--- src/design/assert_macros.svh ---
// assertion helpers used by cache_way_lock_table
`ifndef ASSERT_MACROS_SVH
`define ASSERT_MACROS_SVH

// checked only while out of reset
`define CWL_ASSERT(lbl, prop) \
  lbl: assert property (@(posedge clk) disable iff (!rst_n) prop) \
    else $error("cwl assertion failed");

// checked on every rising edge
`define CWL_ASSERT_ALWAYS(lbl, prop) \
  lbl: assert property (@(posedge clk) prop) else $error("cwl assertion failed");

`endif

--- src/design/cwl_pkg.sv ---
package cwl_pkg;

  localparam int NUM_SETS = 16;
  localparam int NUM_WAYS = 4;
  localparam int SET_W    = (NUM_SETS > 1) ? $clog2(NUM_SETS) : 1;
  localparam int WAY_W    = (NUM_WAYS > 1) ? $clog2(NUM_WAYS) : 1;
  localparam int CNT_W    = $clog2(NUM_WAYS + 1);
  localparam int ADDR_W   = 40;
  localparam int ROW_W    = NUM_WAYS * (1 + ADDR_W);

  localparam logic [ADDR_W-1:0] ADDR_MASK = 40'hFF_FFFF_FFC0;

  localparam logic [2:0] MODE_LOCK   = 3'd0;
  localparam logic [2:0] MODE_UNLOCK = 3'd1;
  localparam logic [2:0] MODE_EVICT  = 3'd2;
  localparam logic [2:0] MODE_FLUSH  = 3'd3;
  localparam logic [2:0] MODE_CHANGE = 3'd4;

  localparam logic [1:0] DEST_L1  = 2'd0;
  localparam logic [1:0] DEST_L2  = 2'd1;
  localparam logic [1:0] DEST_L3  = 2'd2;
  localparam logic [1:0] DEST_MEM = 2'd3;

  localparam logic [1:0] CFG_BASE  = 2'd0;
  localparam logic [1:0] CFG_LIMIT = 2'd1;

  typedef enum logic [2:0] {
    S_IDLE,
    S_LOCK,
    S_UNLK,
    S_WALK,
    S_FIN
  } state_t;

  typedef struct packed {
    logic              op_done;
    logic [3:0]        op_set;
    logic [1:0]        op_way;
    logic [ADDR_W-1:0] fault_address;
    logic              bus_error;
    logic              access_error;
    logic              lock_error;
    logic              clear_scratchpad;
  } res_t;

  typedef struct packed {
    logic [ADDR_W-1:0] base;
    logic [ADDR_W-1:0] limit;
  } cfg_t;

endpackage

--- src/design/cwl_ram.sv ---
module cwl_ram #(
  parameter int WIDTH = 8,
  parameter int DEPTH = 16,
  parameter int AW    = (DEPTH > 1) ? $clog2(DEPTH) : 1
) (
  input  logic             clk,
  input  logic             we,
  input  logic [AW-1:0]    waddr,
  input  logic [WIDTH-1:0] wdata,
  input  logic [AW-1:0]    raddr,
  output logic [WIDTH-1:0] rdata
);

  logic [WIDTH-1:0] mem [DEPTH];

  always_ff @(posedge clk) begin
    if (we) begin
      mem[waddr] <= wdata;
    end
    rdata <= mem[raddr];
  end

endmodule

--- src/design/cwl_ctrl.sv ---
module cwl_ctrl (
  input  logic                          clk,
  input  logic                          rst_n,
  input  logic                          start,
  output logic                          busy,
  input  logic [2:0]                    in_mode,
  input  logic [3:0]                    in_set,
  input  logic [1:0]                    in_way,
  input  logic [39:0]                   in_line_addr,
  input  logic                          in_access_ok,
  input  logic                          in_write_ok,
  input  logic [1:0]                    in_dest,
  input  logic [3:0]                    in_count_minus_one,
  input  logic                          in_use_mask,
  input  logic [15:0]                   in_lane_mask,
  input  logic                          in_service_proc,
  input  logic [1:0]                    in_new_cache_mode,
  input  cwl_pkg::cfg_t                 cfg,
  output logic                          ram_we,
  output logic [cwl_pkg::SET_W-1:0]     ram_waddr,
  output logic [cwl_pkg::ROW_W-1:0]     ram_wdata,
  output logic [cwl_pkg::SET_W-1:0]     ram_raddr,
  input  logic [cwl_pkg::ROW_W-1:0]     ram_rdata,
  output logic                          out_valid,
  output logic                          out_last,
  output cwl_pkg::res_t                 out_res
);

  cwl_pkg::state_t state_r, state_nxt;

  logic [cwl_pkg::SET_W-1:0]  s_r, s_nxt;
  logic [cwl_pkg::WAY_W-1:0]  w_r, w_nxt;
  logic [cwl_pkg::ADDR_W-1:0] pa_r, pa_nxt;
  logic                       acc_r, acc_nxt, wr_r, wr_nxt, tm_r, tm_nxt;
  logic                       evict_r, evict_nxt;
  logic [1:0]                 dest_r, dest_nxt;
  logic [3:0]                 cnt_r, cnt_nxt, i_r, i_nxt;
  logic [15:0]                mask_r, mask_nxt;
  logic [cwl_pkg::NUM_SETS-1:0] valid_r, valid_nxt;
  logic [1:0]                 cmode_r, cmode_nxt;
  cwl_pkg::res_t              hold_r, hold_nxt, out_r, out_nxt;
  logic                       hold_v_r, hold_v_nxt;
  logic                       out_valid_r, out_valid_nxt, out_last_r, out_last_nxt;

  logic                       row_lb [cwl_pkg::NUM_WAYS];
  logic [cwl_pkg::ADDR_W-1:0] row_a  [cwl_pkg::NUM_WAYS];
  logic [cwl_pkg::CNT_W-1:0]  lk_cnt;
  logic                       lk_conf, lk_err;
  logic                       set_in, way_in, walk_ok, walk_end;
  logic                       s_wrap;
  logic [cwl_pkg::SET_W-1:0]  s_adv;
  logic [cwl_pkg::WAY_W-1:0]  w_adv;
  logic                       cur_lb, cur_sp, cur_act;
  logic [cwl_pkg::ADDR_W-1:0] cur_a;
  logic [1:0]                 diff;
  cwl_pkg::res_t              res;

  assign set_in  = {1'b0, in_set} < 5'(cwl_pkg::NUM_SETS);
  assign way_in  = {1'b0, in_way} < 3'(cwl_pkg::NUM_WAYS);
  assign walk_ok = (in_dest != cwl_pkg::DEST_L1) && set_in && way_in &&
                   !(in_service_proc && (in_dest != cwl_pkg::DEST_L2));
  assign diff    = cmode_r ^ in_new_cache_mode;

  // unpack the row just read; a row never written since a clear reads as zero
  always_comb begin
    for (int i = 0; i < cwl_pkg::NUM_WAYS; i++) begin
      row_lb[i] = valid_r[s_r] & ram_rdata[i];
      row_a[i]  = valid_r[s_r] ?
                  ram_rdata[cwl_pkg::NUM_WAYS + i*cwl_pkg::ADDR_W +: cwl_pkg::ADDR_W] : '0;
    end
  end

  always_comb begin
    lk_cnt  = '0;
    lk_conf = 1'b0;
    for (int i = 0; i < cwl_pkg::NUM_WAYS; i++) begin
      lk_cnt  = lk_cnt + cwl_pkg::CNT_W'(row_lb[i]);
      lk_conf = lk_conf | (row_lb[i] & ((w_r == cwl_pkg::WAY_W'(i)) || (row_a[i] == pa_r)));
    end
    lk_err = lk_conf || (lk_cnt >= cwl_pkg::CNT_W'(cwl_pkg::NUM_WAYS - 1));
  end

  // walk step on the current line
  assign s_wrap   = (s_r == cwl_pkg::SET_W'(cwl_pkg::NUM_SETS - 1));
  assign s_adv    = s_wrap ? '0 : s_r + 1'b1;
  assign w_adv    = !s_wrap ? w_r :
                    (w_r == cwl_pkg::WAY_W'(cwl_pkg::NUM_WAYS - 1)) ? '0 : w_r + 1'b1;
  assign cur_lb   = row_lb[w_r];
  assign cur_a    = row_a[w_r];
  assign cur_sp   = (dest_r >= cwl_pkg::DEST_L3) && cur_lb &&
                    (cur_a >= cfg.base) && (cur_a <= cfg.limit);
  assign cur_act  = (!tm_r || mask_r[i_r]) && !(evict_r && cur_lb);
  assign walk_end = (i_r == cnt_r) || (cur_act && cur_sp);

  always_comb begin
    state_nxt = state_r;
    unique case (state_r)
      cwl_pkg::S_IDLE: begin
        if (start) begin
          case (in_mode) inside
            cwl_pkg::MODE_LOCK:
              state_nxt = (set_in && way_in) ? cwl_pkg::S_LOCK : cwl_pkg::S_IDLE;
            cwl_pkg::MODE_UNLOCK:
              state_nxt = (set_in && way_in) ? cwl_pkg::S_UNLK : cwl_pkg::S_IDLE;
            cwl_pkg::MODE_EVICT, cwl_pkg::MODE_FLUSH:
              state_nxt = walk_ok ? cwl_pkg::S_WALK : cwl_pkg::S_FIN;
            cwl_pkg::MODE_CHANGE: state_nxt = cwl_pkg::S_IDLE;
            default:              state_nxt = cwl_pkg::S_FIN;
          endcase
        end
      end
      cwl_pkg::S_LOCK:  state_nxt = cwl_pkg::S_IDLE;
      cwl_pkg::S_UNLK:  state_nxt = cwl_pkg::S_IDLE;
      cwl_pkg::S_WALK:  state_nxt = walk_end ? cwl_pkg::S_FIN : cwl_pkg::S_WALK;
      cwl_pkg::S_FIN:   state_nxt = cwl_pkg::S_IDLE;
      default:          state_nxt = cwl_pkg::S_IDLE;
    endcase
  end

  always_comb begin
    s_nxt         = s_r;
    w_nxt         = w_r;
    pa_nxt        = pa_r;
    acc_nxt       = acc_r;
    wr_nxt        = wr_r;
    tm_nxt        = tm_r;
    evict_nxt     = evict_r;
    dest_nxt      = dest_r;
    cnt_nxt       = cnt_r;
    i_nxt         = i_r;
    mask_nxt      = mask_r;
    valid_nxt     = valid_r;
    cmode_nxt     = cmode_r;
    hold_nxt      = hold_r;
    hold_v_nxt    = hold_v_r;
    out_nxt       = out_r;
    out_valid_nxt = 1'b0;
    out_last_nxt  = 1'b0;
    ram_we        = 1'b0;
    ram_waddr     = s_r;
    ram_wdata     = '0;
    ram_raddr     = s_r;
    res           = '0;
    unique case (state_r)
      cwl_pkg::S_IDLE: begin
        ram_raddr = in_set[cwl_pkg::SET_W-1:0];
        if (start) begin
          s_nxt      = in_set[cwl_pkg::SET_W-1:0];
          w_nxt      = in_way[cwl_pkg::WAY_W-1:0];
          pa_nxt     = in_line_addr & cwl_pkg::ADDR_MASK;
          acc_nxt    = in_access_ok;
          wr_nxt     = in_write_ok;
          tm_nxt     = in_use_mask;
          evict_nxt  = (in_mode == cwl_pkg::MODE_EVICT);
          dest_nxt   = in_dest;
          cnt_nxt    = in_count_minus_one;
          mask_nxt   = in_lane_mask;
          i_nxt      = '0;
          hold_v_nxt = 1'b0;
          case (in_mode)
            cwl_pkg::MODE_LOCK: begin
              if (!(set_in && way_in)) begin
                res.op_set       = in_set;
                res.op_way       = in_way;
                res.access_error = !in_access_ok;
                res.lock_error   = 1'b1;
                out_nxt          = res;
                out_valid_nxt    = 1'b1;
                out_last_nxt     = 1'b1;
              end
            end
            cwl_pkg::MODE_UNLOCK: begin
              if (!(set_in && way_in)) begin
                res.op_set    = in_set;
                res.op_way    = in_way;
                out_nxt       = res;
                out_valid_nxt = 1'b1;
                out_last_nxt  = 1'b1;
              end
            end
            cwl_pkg::MODE_CHANGE: begin
              for (int i = 0; i < cwl_pkg::NUM_SETS; i++) begin
                if (diff[0] || (diff[1] && (i < cwl_pkg::NUM_SETS - 2))) begin
                  valid_nxt[i] = 1'b0;
                end
              end
              cmode_nxt            = in_new_cache_mode;
              res.clear_scratchpad = diff[1] && in_new_cache_mode[1];
              out_nxt              = res;
              out_valid_nxt        = 1'b1;
              out_last_nxt         = 1'b1;
            end
            default: ;
          endcase
        end
      end
      cwl_pkg::S_LOCK: begin
        res.op_set = 4'(s_r);
        res.op_way = 2'(w_r);
        if (lk_err) begin
          res.access_error = !acc_r;
          res.lock_error   = 1'b1;
        end else if (!acc_r || !wr_r) begin
          res.access_error = 1'b1;
        end else begin
          res.op_done = 1'b1;
          ram_we      = 1'b1;
          for (int i = 0; i < cwl_pkg::NUM_WAYS; i++) begin
            ram_wdata[i] = row_lb[i] | (w_r == cwl_pkg::WAY_W'(i));
            ram_wdata[cwl_pkg::NUM_WAYS + i*cwl_pkg::ADDR_W +: cwl_pkg::ADDR_W] =
              (w_r == cwl_pkg::WAY_W'(i)) ? pa_r : row_a[i];
          end
          valid_nxt[s_r] = 1'b1;
        end
        out_nxt       = res;
        out_valid_nxt = 1'b1;
        out_last_nxt  = 1'b1;
      end
      cwl_pkg::S_UNLK: begin
        // only the lock bit goes; the address stays
        ram_we = 1'b1;
        for (int i = 0; i < cwl_pkg::NUM_WAYS; i++) begin
          ram_wdata[i] = row_lb[i] & (w_r != cwl_pkg::WAY_W'(i));
          ram_wdata[cwl_pkg::NUM_WAYS + i*cwl_pkg::ADDR_W +: cwl_pkg::ADDR_W] = row_a[i];
        end
        valid_nxt[s_r] = 1'b1;
        res.op_done    = 1'b1;
        res.op_set     = 4'(s_r);
        res.op_way     = 2'(w_r);
        out_nxt        = res;
        out_valid_nxt  = 1'b1;
        out_last_nxt   = 1'b1;
      end
      cwl_pkg::S_WALK: begin
        ram_raddr = s_adv;
        res.op_set = 4'(s_r);
        res.op_way = 2'(w_r);
        if (cur_sp) begin
          res.fault_address = cur_a;
          res.bus_error     = 1'b1;
        end else begin
          res.op_done = 1'b1;
        end
        // one word stays held back so the final one can carry last
        if (cur_act) begin
          hold_nxt   = res;
          hold_v_nxt = 1'b1;
          if (hold_v_r) begin
            out_nxt       = hold_r;
            out_valid_nxt = 1'b1;
          end
        end
        s_nxt = s_adv;
        w_nxt = w_adv;
        i_nxt = i_r + 1'b1;
      end
      cwl_pkg::S_FIN: begin
        out_nxt       = hold_v_r ? hold_r : '0;
        out_valid_nxt = 1'b1;
        out_last_nxt  = 1'b1;
        hold_v_nxt    = 1'b0;
      end
      default: ;
    endcase
  end

  always_ff @(posedge clk) begin
    if (!rst_n) begin
      state_r     <= cwl_pkg::S_IDLE;
      valid_r     <= '0;
      cmode_r     <= '0;
      hold_v_r    <= 1'b0;
      out_valid_r <= 1'b0;
      out_last_r  <= 1'b0;
      out_r       <= '0;
    end else begin
      state_r     <= state_nxt;
      valid_r     <= valid_nxt;
      cmode_r     <= cmode_nxt;
      hold_v_r    <= hold_v_nxt;
      out_valid_r <= out_valid_nxt;
      out_last_r  <= out_last_nxt;
      out_r       <= out_nxt;
    end
  end

  always_ff @(posedge clk) begin
    s_r     <= s_nxt;
    w_r     <= w_nxt;
    pa_r    <= pa_nxt;
    acc_r   <= acc_nxt;
    wr_r    <= wr_nxt;
    tm_r    <= tm_nxt;
    evict_r <= evict_nxt;
    dest_r  <= dest_nxt;
    cnt_r   <= cnt_nxt;
    i_r     <= i_nxt;
    mask_r  <= mask_nxt;
    hold_r  <= hold_nxt;
  end

  assign busy      = (state_r != cwl_pkg::S_IDLE);
  assign out_valid = out_valid_r;
  assign out_last  = out_last_r;
  assign out_res   = out_r;

endmodule

--- src/design/cache_way_lock_table.sv ---
// cache way lock table
// a request is taken when start is high and busy is low; its fields sit on
// the in_ ports in that cycle. results come back at most one word per cycle on the
// out_ ports, each marked by out_valid for exactly one cycle; out_last marks
// the final word of a request. the receiver cannot stall, so it must take
// every word in the cycle it appears.
// lock and unlock: the set row is read from the table ram and written back in
// the next cycle, where the result is registered; busy drops as the result
// appears, so the next request can follow right away.
// mode change and refused out-of-table lock/unlock requests answer straight from idle.
// evict/flush walks read one line per cycle from the ram, count_minus_one+1
// lines in all, then end in S_FIN; a bus error ends the walk early.
// scratchpad base/limit are written on the cfg_ port (always ready); the user must
// write them only while the block is idle, which the block itself does not enforce.
// reset is synchronous: all locks, the cache mode and the scratchpad range
// clear at once (per-set valid bits), with no clearing pass.
`include "assert_macros.svh"

module cache_way_lock_table (
  input  logic        clk,
  input  logic        rst_n,
  input  logic        start,
  output logic        busy,
  input  logic [2:0]  in_mode,
  input  logic [3:0]  in_set,
  input  logic [1:0]  in_way,
  input  logic [39:0] in_line_addr,
  input  logic        in_access_ok,
  input  logic        in_write_ok,
  input  logic [1:0]  in_dest,
  input  logic [3:0]  in_count_minus_one,
  input  logic        in_use_mask,
  input  logic [15:0] in_lane_mask,
  input  logic        in_service_proc,
  input  logic [1:0]  in_new_cache_mode,
  input  logic        cfg_valid,
  output logic        cfg_ready,
  input  logic [1:0]  cfg_index,
  input  logic [39:0] cfg_data,
  output logic        out_valid,
  output logic        out_op_done,
  output logic [3:0]  out_op_set,
  output logic [1:0]  out_op_way,
  output logic [39:0] out_fault_address,
  output logic        out_bus_error,
  output logic        out_access_error,
  output logic        out_lock_error,
  output logic        out_clear_scratchpad,
  output logic        out_last
);

  cwl_pkg::cfg_t cfg_r, cfg_nxt;
  cwl_pkg::res_t res;

  logic                      ram_we;
  logic [cwl_pkg::SET_W-1:0] ram_waddr, ram_raddr;
  logic [cwl_pkg::ROW_W-1:0] ram_wdata, ram_rdata;

  assign cfg_ready = 1'b1;

  always_comb begin
    cfg_nxt = cfg_r;
    if (cfg_valid) begin
      case (cfg_index)
        cwl_pkg::CFG_BASE:  cfg_nxt.base  = cfg_data;
        cwl_pkg::CFG_LIMIT: cfg_nxt.limit = cfg_data;
        default: ;
      endcase
    end
  end

  always_ff @(posedge clk) begin
    if (!rst_n) begin
      cfg_r <= '0;
    end else begin
      cfg_r <= cfg_nxt;
    end
  end

  cwl_ram #(
    .WIDTH (cwl_pkg::ROW_W),
    .DEPTH (cwl_pkg::NUM_SETS)
  ) u_ram (
    .clk   (clk),
    .we    (ram_we),
    .waddr (ram_waddr),
    .wdata (ram_wdata),
    .raddr (ram_raddr),
    .rdata (ram_rdata)
  );

  cwl_ctrl u_ctrl (
    .clk                (clk),
    .rst_n              (rst_n),
    .start              (start),
    .busy               (busy),
    .in_mode            (in_mode),
    .in_set             (in_set),
    .in_way             (in_way),
    .in_line_addr       (in_line_addr),
    .in_access_ok       (in_access_ok),
    .in_write_ok        (in_write_ok),
    .in_dest            (in_dest),
    .in_count_minus_one (in_count_minus_one),
    .in_use_mask        (in_use_mask),
    .in_lane_mask       (in_lane_mask),
    .in_service_proc    (in_service_proc),
    .in_new_cache_mode  (in_new_cache_mode),
    .cfg                (cfg_r),
    .ram_we             (ram_we),
    .ram_waddr          (ram_waddr),
    .ram_wdata          (ram_wdata),
    .ram_raddr          (ram_raddr),
    .ram_rdata          (ram_rdata),
    .out_valid          (out_valid),
    .out_last           (out_last),
    .out_res            (res)
  );

  assign out_op_done          = res.op_done;
  assign out_op_set           = res.op_set;
  assign out_op_way           = res.op_way;
  assign out_fault_address    = res.fault_address;
  assign out_bus_error        = res.bus_error;
  assign out_access_error     = res.access_error;
  assign out_lock_error       = res.lock_error;
  assign out_clear_scratchpad = res.clear_scratchpad;

  `CWL_ASSERT(a_last_has_valid, out_last |-> out_valid)
  `CWL_ASSERT(a_start_answers, (start && !busy) |=> (busy || out_valid))
  `CWL_ASSERT(a_buserr_not_done, (out_valid && out_bus_error) |-> !out_op_done)
  `CWL_ASSERT_ALWAYS(a_reset_quiet, !rst_n |=> (!out_valid && !busy))

endmodule

--- config.mk ---
export PLATFORM = sky130hd
export DESIGN_NAME = cache_way_lock_table
export DESIGN_NICKNAME = d
export VERILOG_FILES = /design/src/design/cwl_pkg.sv /design/src/design/cwl_ram.sv /design/src/design/cwl_ctrl.sv /design/src/design/cache_way_lock_table.sv
export VERILOG_INCLUDE_DIRS = /design/src /design/src/design
export SDC_FILE = /design/constraint.sdc
export NUM_CORES = 2
export LEC_CHECK = 0
export BUFFER_PORTS_ARGS = -buffer_cell sky130_fd_sc_hd__buf_2
export CAP_MARGIN = 20
export CORE_MARGIN = 3
export CORE_UTILIZATION = 50
export CTS_CLUSTER_SIZE = 30
export DETAILED_ROUTE_END_ITERATION = 10
export PLACE_DENSITY = 0.65
export SLEW_MARGIN = 20
export SYNTH_ARGS = -nofsm -noshare
export SYNTH_HDL_FRONTEND = slang
export SYNTH_SLANG_ARGS = --single-unit
--- constraint.sdc ---
create_clock -name clk -period 11 [get_ports clk]
set_input_delay 2.75 -clock clk [delete_from_list [all_inputs] [get_ports clk]]
set_output_delay 2.75 -clock clk [all_outputs]
set_load 0.005 [all_outputs]
==> results.md <==
- Post-synthesis sequential element count: 3060
- Launching element type of the critical path: flip-flop
- Post-detail-place hpwl: 179000 um
- Total count of hold-check failures in the final report: 0
- Number of nets in the final layout: 9324
- Cell with the most instances after synthesis: sky130_fd_sc_hd__edfxtp_1
- Vias: 79300
- YS warnings: 0
- Syn Inst Count: 9176
- Post-synthesis instance area: 0.125 sq mm
- Outcome: finished, final reports clean
- Post-synthesis adder-cell area fraction: 0.948%
- Reported leakage power: 45.3 nW
- Hold buffers post-CTS: 0
- Tightest Hold Check Type: reg -> reg
- Global placement routability congestion: 0.915
- Effective utilization at floorplan: 50.5%
- Average wire per cell in the routed design: 27.0 um
- TritonCTS clock tree: built
- Final cycle utilization of the critical path: 78.3%
- Count of flip-flops with a built-in enable after synthesis: 2741
- Flop2flop setup slack: 2.38 ns
- Synth-to-layout area growth: 11.5%
- Worst Reg-to-Reg Cells: 18
- Mean post-synth cell area: 13.6 sq um
- Time the worst path needs with I/O delays and setup: 8.62 ns
- Sum of routed wire length over all layers: 342000 um
- Dominant combinational cell family by area after synthesis: compound AO/OA/AOI/OAI gates
- Delay-heaviest family, CP: simple AND/OR/NAND/NOR gates
- Category of the worst setup path capture point: flip-flop
- Ports: 178
- Setup bufs post-CTS: 0
- H-tree depth reported by CTS: 5
- Fraction of the mapped netlist area in compound gates: 13.7%
- Overall global routing resource usage: 26.0%
- Horizontal die dimension: 506 um
- CP cell instances: mux2i_1 -> a22oi_1 -> a21o_4 -> nand2_4 -> nor2_1 -> ha_1 -> inv_1 -> fa_1 -> inv_1 -> ha_1 -> nor3b_1 -> nor3_1 -> o41ai_1 -> or3_1 -> buf_4 -> o21ai_2 -> and3_4 -> buf_4
- Cells on Worst Hold Path: 2
- Area share of the largest cell type after synthesis: 66.0%
- Share of flip-flops with an asynchronous set or reset after synthesis: 0%
- RSZ-0062 raised after global routing: false
- Achievable clock frequency: 116 MHz
- Syn_nets: 9393
- Distinct cell type count after synthesis: 79
- Minimum setup slack after placement: 2.72 ns
- Longest individual stage delay on the worst path: 0.95 ns
- Cell at the slowest stage of the critical path: sky130_fd_sc_hd__and3_4
- Avg Vias per Cell: 6.26
- Multiplexer area fraction after synthesis: 0.950%
- Area contributors post-synth: sky130_fd_sc_hd__edfxtp_1 (66%), sky130_fd_sc_hd__dfxtp_1 (5.1%), sky130_fd_sc_hd__a211oi_1 (5.0%), sky130_fd_sc_hd__nand2_1 (4.8%), sky130_fd_sc_hd__and2_1 (3.5%)
- Basic-gate share of the synthesized area counting and, or, nand and nor cells: 10.2%
- Design Area, Final: 0.139 sq mm
- Post-cts gate resize count: 0
- Total design power: 0.0277 W
- Wire length of the first global-routing pass: 498000 um
- Seq/Total Area, Yosys: 71.1%
- Fraction of layout cells with a size suffix above 1: 9.71%
- Worst-margin pin slew: 1.14 ns
- Setup Crit Path Kind: reg -> reg
- Die span in y: 506 um
- 1st-iter DRT viols: 9828
- Buffers from clock root to sink, at most: 4
- Vias in the first global route: 75000
- Post-route setup TNS: 0 ns
- TritonRoute pass-1 iters: 9
- Core region area: 0.247 sq mm
- Number of antenna violations at the first check in global routing: 21
- Source-to-sink clock delay at the later pin of the worst-skew pair: 0.97 ns
- Remaining Overflow, GRT: 0
- Post-synth top flop: sky130_fd_sc_hd__edfxtp_1
- PwrDens: 199 mW/mm^2
- Worst setup skew after layout: 0.0630 ns
- Buffer and inverter count on the worst path: 4
- Worst-path maximum fanout: 107
- Max_cap viols: 0
- Die Area: 0.256 sq mm
- Total setup violations reported at the end of the flow: 0
- Final number of max-transition violations: 0
- Sink of the worst hold path: u_ctrl.valid_r[1]$_SDFFE_PN0P_
- Slack of the critical path: 2.38 ns
- Worst supply voltage drop on vdd: 0.107 mV
- Sinks on Clock Net: 3060
- Reg2reg start: u_ctrl.ram_waddr[3]$_DFFE_PP_
- Instance area at placement: 0.129 sq mm
- Endpoint of the most critical register-to-register path: u_ram.mem[9][16]$_DFFE_PP_
- Top cell type by total area after synthesis: sky130_fd_sc_hd__edfxtp_1
- Maximum number of pins on one net before global-route repair: 191
- Clock Root Buffer: sky130_fd_sc_hd__clkbuf_16
- Drt drc: 0
- Endpoint required time on the critical path: 11.55 ns
- Antenna viol nets, final: 0
- FP Rows: 182
- Relative max-transition margin: 22.2%
- Most instantiated cells after synthesis: sky130_fd_sc_hd__edfxtp_1 (2741), sky130_fd_sc_hd__nand2_1 (1585), sky130_fd_sc_hd__a211oi_1 (823)
- Worst endpoint data arrival time: 9.17 ns
- Worst hold path startpoint: u_ctrl.valid_r[1]$_SDFFE_PN0P_
- Number of clock buffers inserted by TritonCTS: 321
- Port Buffer Count: 170
- Share of the synthesized netlist area taken by xor and xnor gates: 0.407%
- Clock transition at the registers of the reported paths: 0.06 ns
==> stage by stage <==
step	utilization [%]	hold slack (ns)	std cells
final	56.3	0.452	12700
after global routing	56.3	0.478	12700
after CTS	56.3	0.452	12700
after detailed placement	52.2	0.438	12100
after global placement	52.2	0.427	12100
after floorplan	-	0.415	9176
==> metal layers <==
metal | track usage [%] | routed length (um)
met1 | 35.7 | 138000
met2 | 40.7 | 158000
met3 | 5.49 | 31500
met4 | 10.3 | 13900
met5 | 0.131 | 180
==> sequential cells by signal, summed over array words and instances, names as in the netlist, 16 cells and up <==
signal          cells
cfg_r              80
u_ctrl.hold_r      48
u_ctrl.mask_r      16
u_ctrl.out_res     51
u_ctrl.pa_r        34
u_ctrl.valid_r     16
u_ram.mem        2624
u_ram.rdata       164
==> cell type report <==
| class | count | area, sq um |
|---|---|---|
| well taps | 3312 | 4140 |
| diodes | 8 | 20.0 |
| clock inverters | 148 | 1460 |
| repair buffers | 326 | 2630 |
| fillers | 19200 | 108000 |
| clock buffers | 417 | 8790 |
| flip-flops and latches | 3060 | 88700 |
| inverters | 131 | 493 |
| multi-input cells | 5267 | 33000 |
==> tightest hold or removal path, cell delays in order, from the launching register on <==
cell and delay [ns]:
sky130_fd_sc_hd__dfxtp_1 0.32, sky130_fd_sc_hd__nand2_1 0.05, sky130_fd_sc_hd__o41ai_1 0.05
==> cells in the final DEF (no fill, tap or decap), types with 93 or more instances in the layout <==
cell | netlist | final
sky130_fd_sc_hd__a21oi_1 | 363 | 362
sky130_fd_sc_hd__a31oi_1 | 373 | 373
sky130_fd_sc_hd__a21boi_0 | 122 | 122
sky130_fd_sc_hd__buf_2 | 25 | 170
sky130_fd_sc_hd__nand2_1 | 1585 | 1585
sky130_fd_sc_hd__dfxtp_1 | 319 | 319
sky130_fd_sc_hd__edfxtp_1 | 2741 | 2741
sky130_fd_sc_hd__a211oi_1 | 823 | 823
sky130_fd_sc_hd__buf_4 | 4 | 107
sky130_fd_sc_hd__a311oi_1 | 341 | 340
sky130_fd_sc_hd__inv_1 | 131 | 130
sky130_fd_sc_hd__clkbuf_16 | 0 | 326
sky130_fd_sc_hd__a22o_1 | 139 | 139
sky130_fd_sc_hd__and2_1 | 703 | 702
sky130_fd_sc_hd__ha_1 | 93 | 93
==> power by group <==
group / switching (W) / leakage (nW) / internal, W
Clock: 0.00432 / 5.03 / 0.00625
Sequential: 0.000603 / 27.0 / 0.0129
Combinational: 0.00242 / 13.2 / 0.00124
==> cell families after synthesis <==
group / Yosys count
simple gates: 2694
xor+xnor: 58
flops: 3060
other cells: 1
mux: 56
fa+ha+maj: 94
buf+inv: 849
compound gates: 2364
==> worst max-delay path by stage <==
| stage | slack [ns] | start | cells past startpoint | endpoint |
|---|---|---|---|---|
| 3_3_place_gp | 2.80 | u_ctrl.ram_waddr[3]$_DFFE_PP_ | 18 | u_ram.mem[15][80]$_DFFE_PP_ |
| 4_1_cts | 2.67 | u_ctrl.ram_waddr[3]$_DFFE_PP_ | 18 | u_ram.mem[15][68]$_DFFE_PP_ |
| 2_1_floorplan | 1.97 | u_ctrl.ram_waddr[1]$_DFFE_PP_ | 23 | u_ram.mem[11][0]$_DFFE_PP_ |
| 5_1_grt | 2.16 | u_ctrl.ram_waddr[3]$_DFFE_PP_ | 18 | u_ram.mem[15][68]$_DFFE_PP_ |
| 6_report | 2.38 | u_ctrl.ram_waddr[3]$_DFFE_PP_ | 18 | u_ram.mem[9][16]$_DFFE_PP_ |
| 3_5_place_dp | 2.72 | u_ctrl.ram_waddr[3]$_DFFE_PP_ | 18 | u_ram.mem[15][63]$_DFFE_PP_ |
Note: power is estimated with default switching activity, not from simulation.
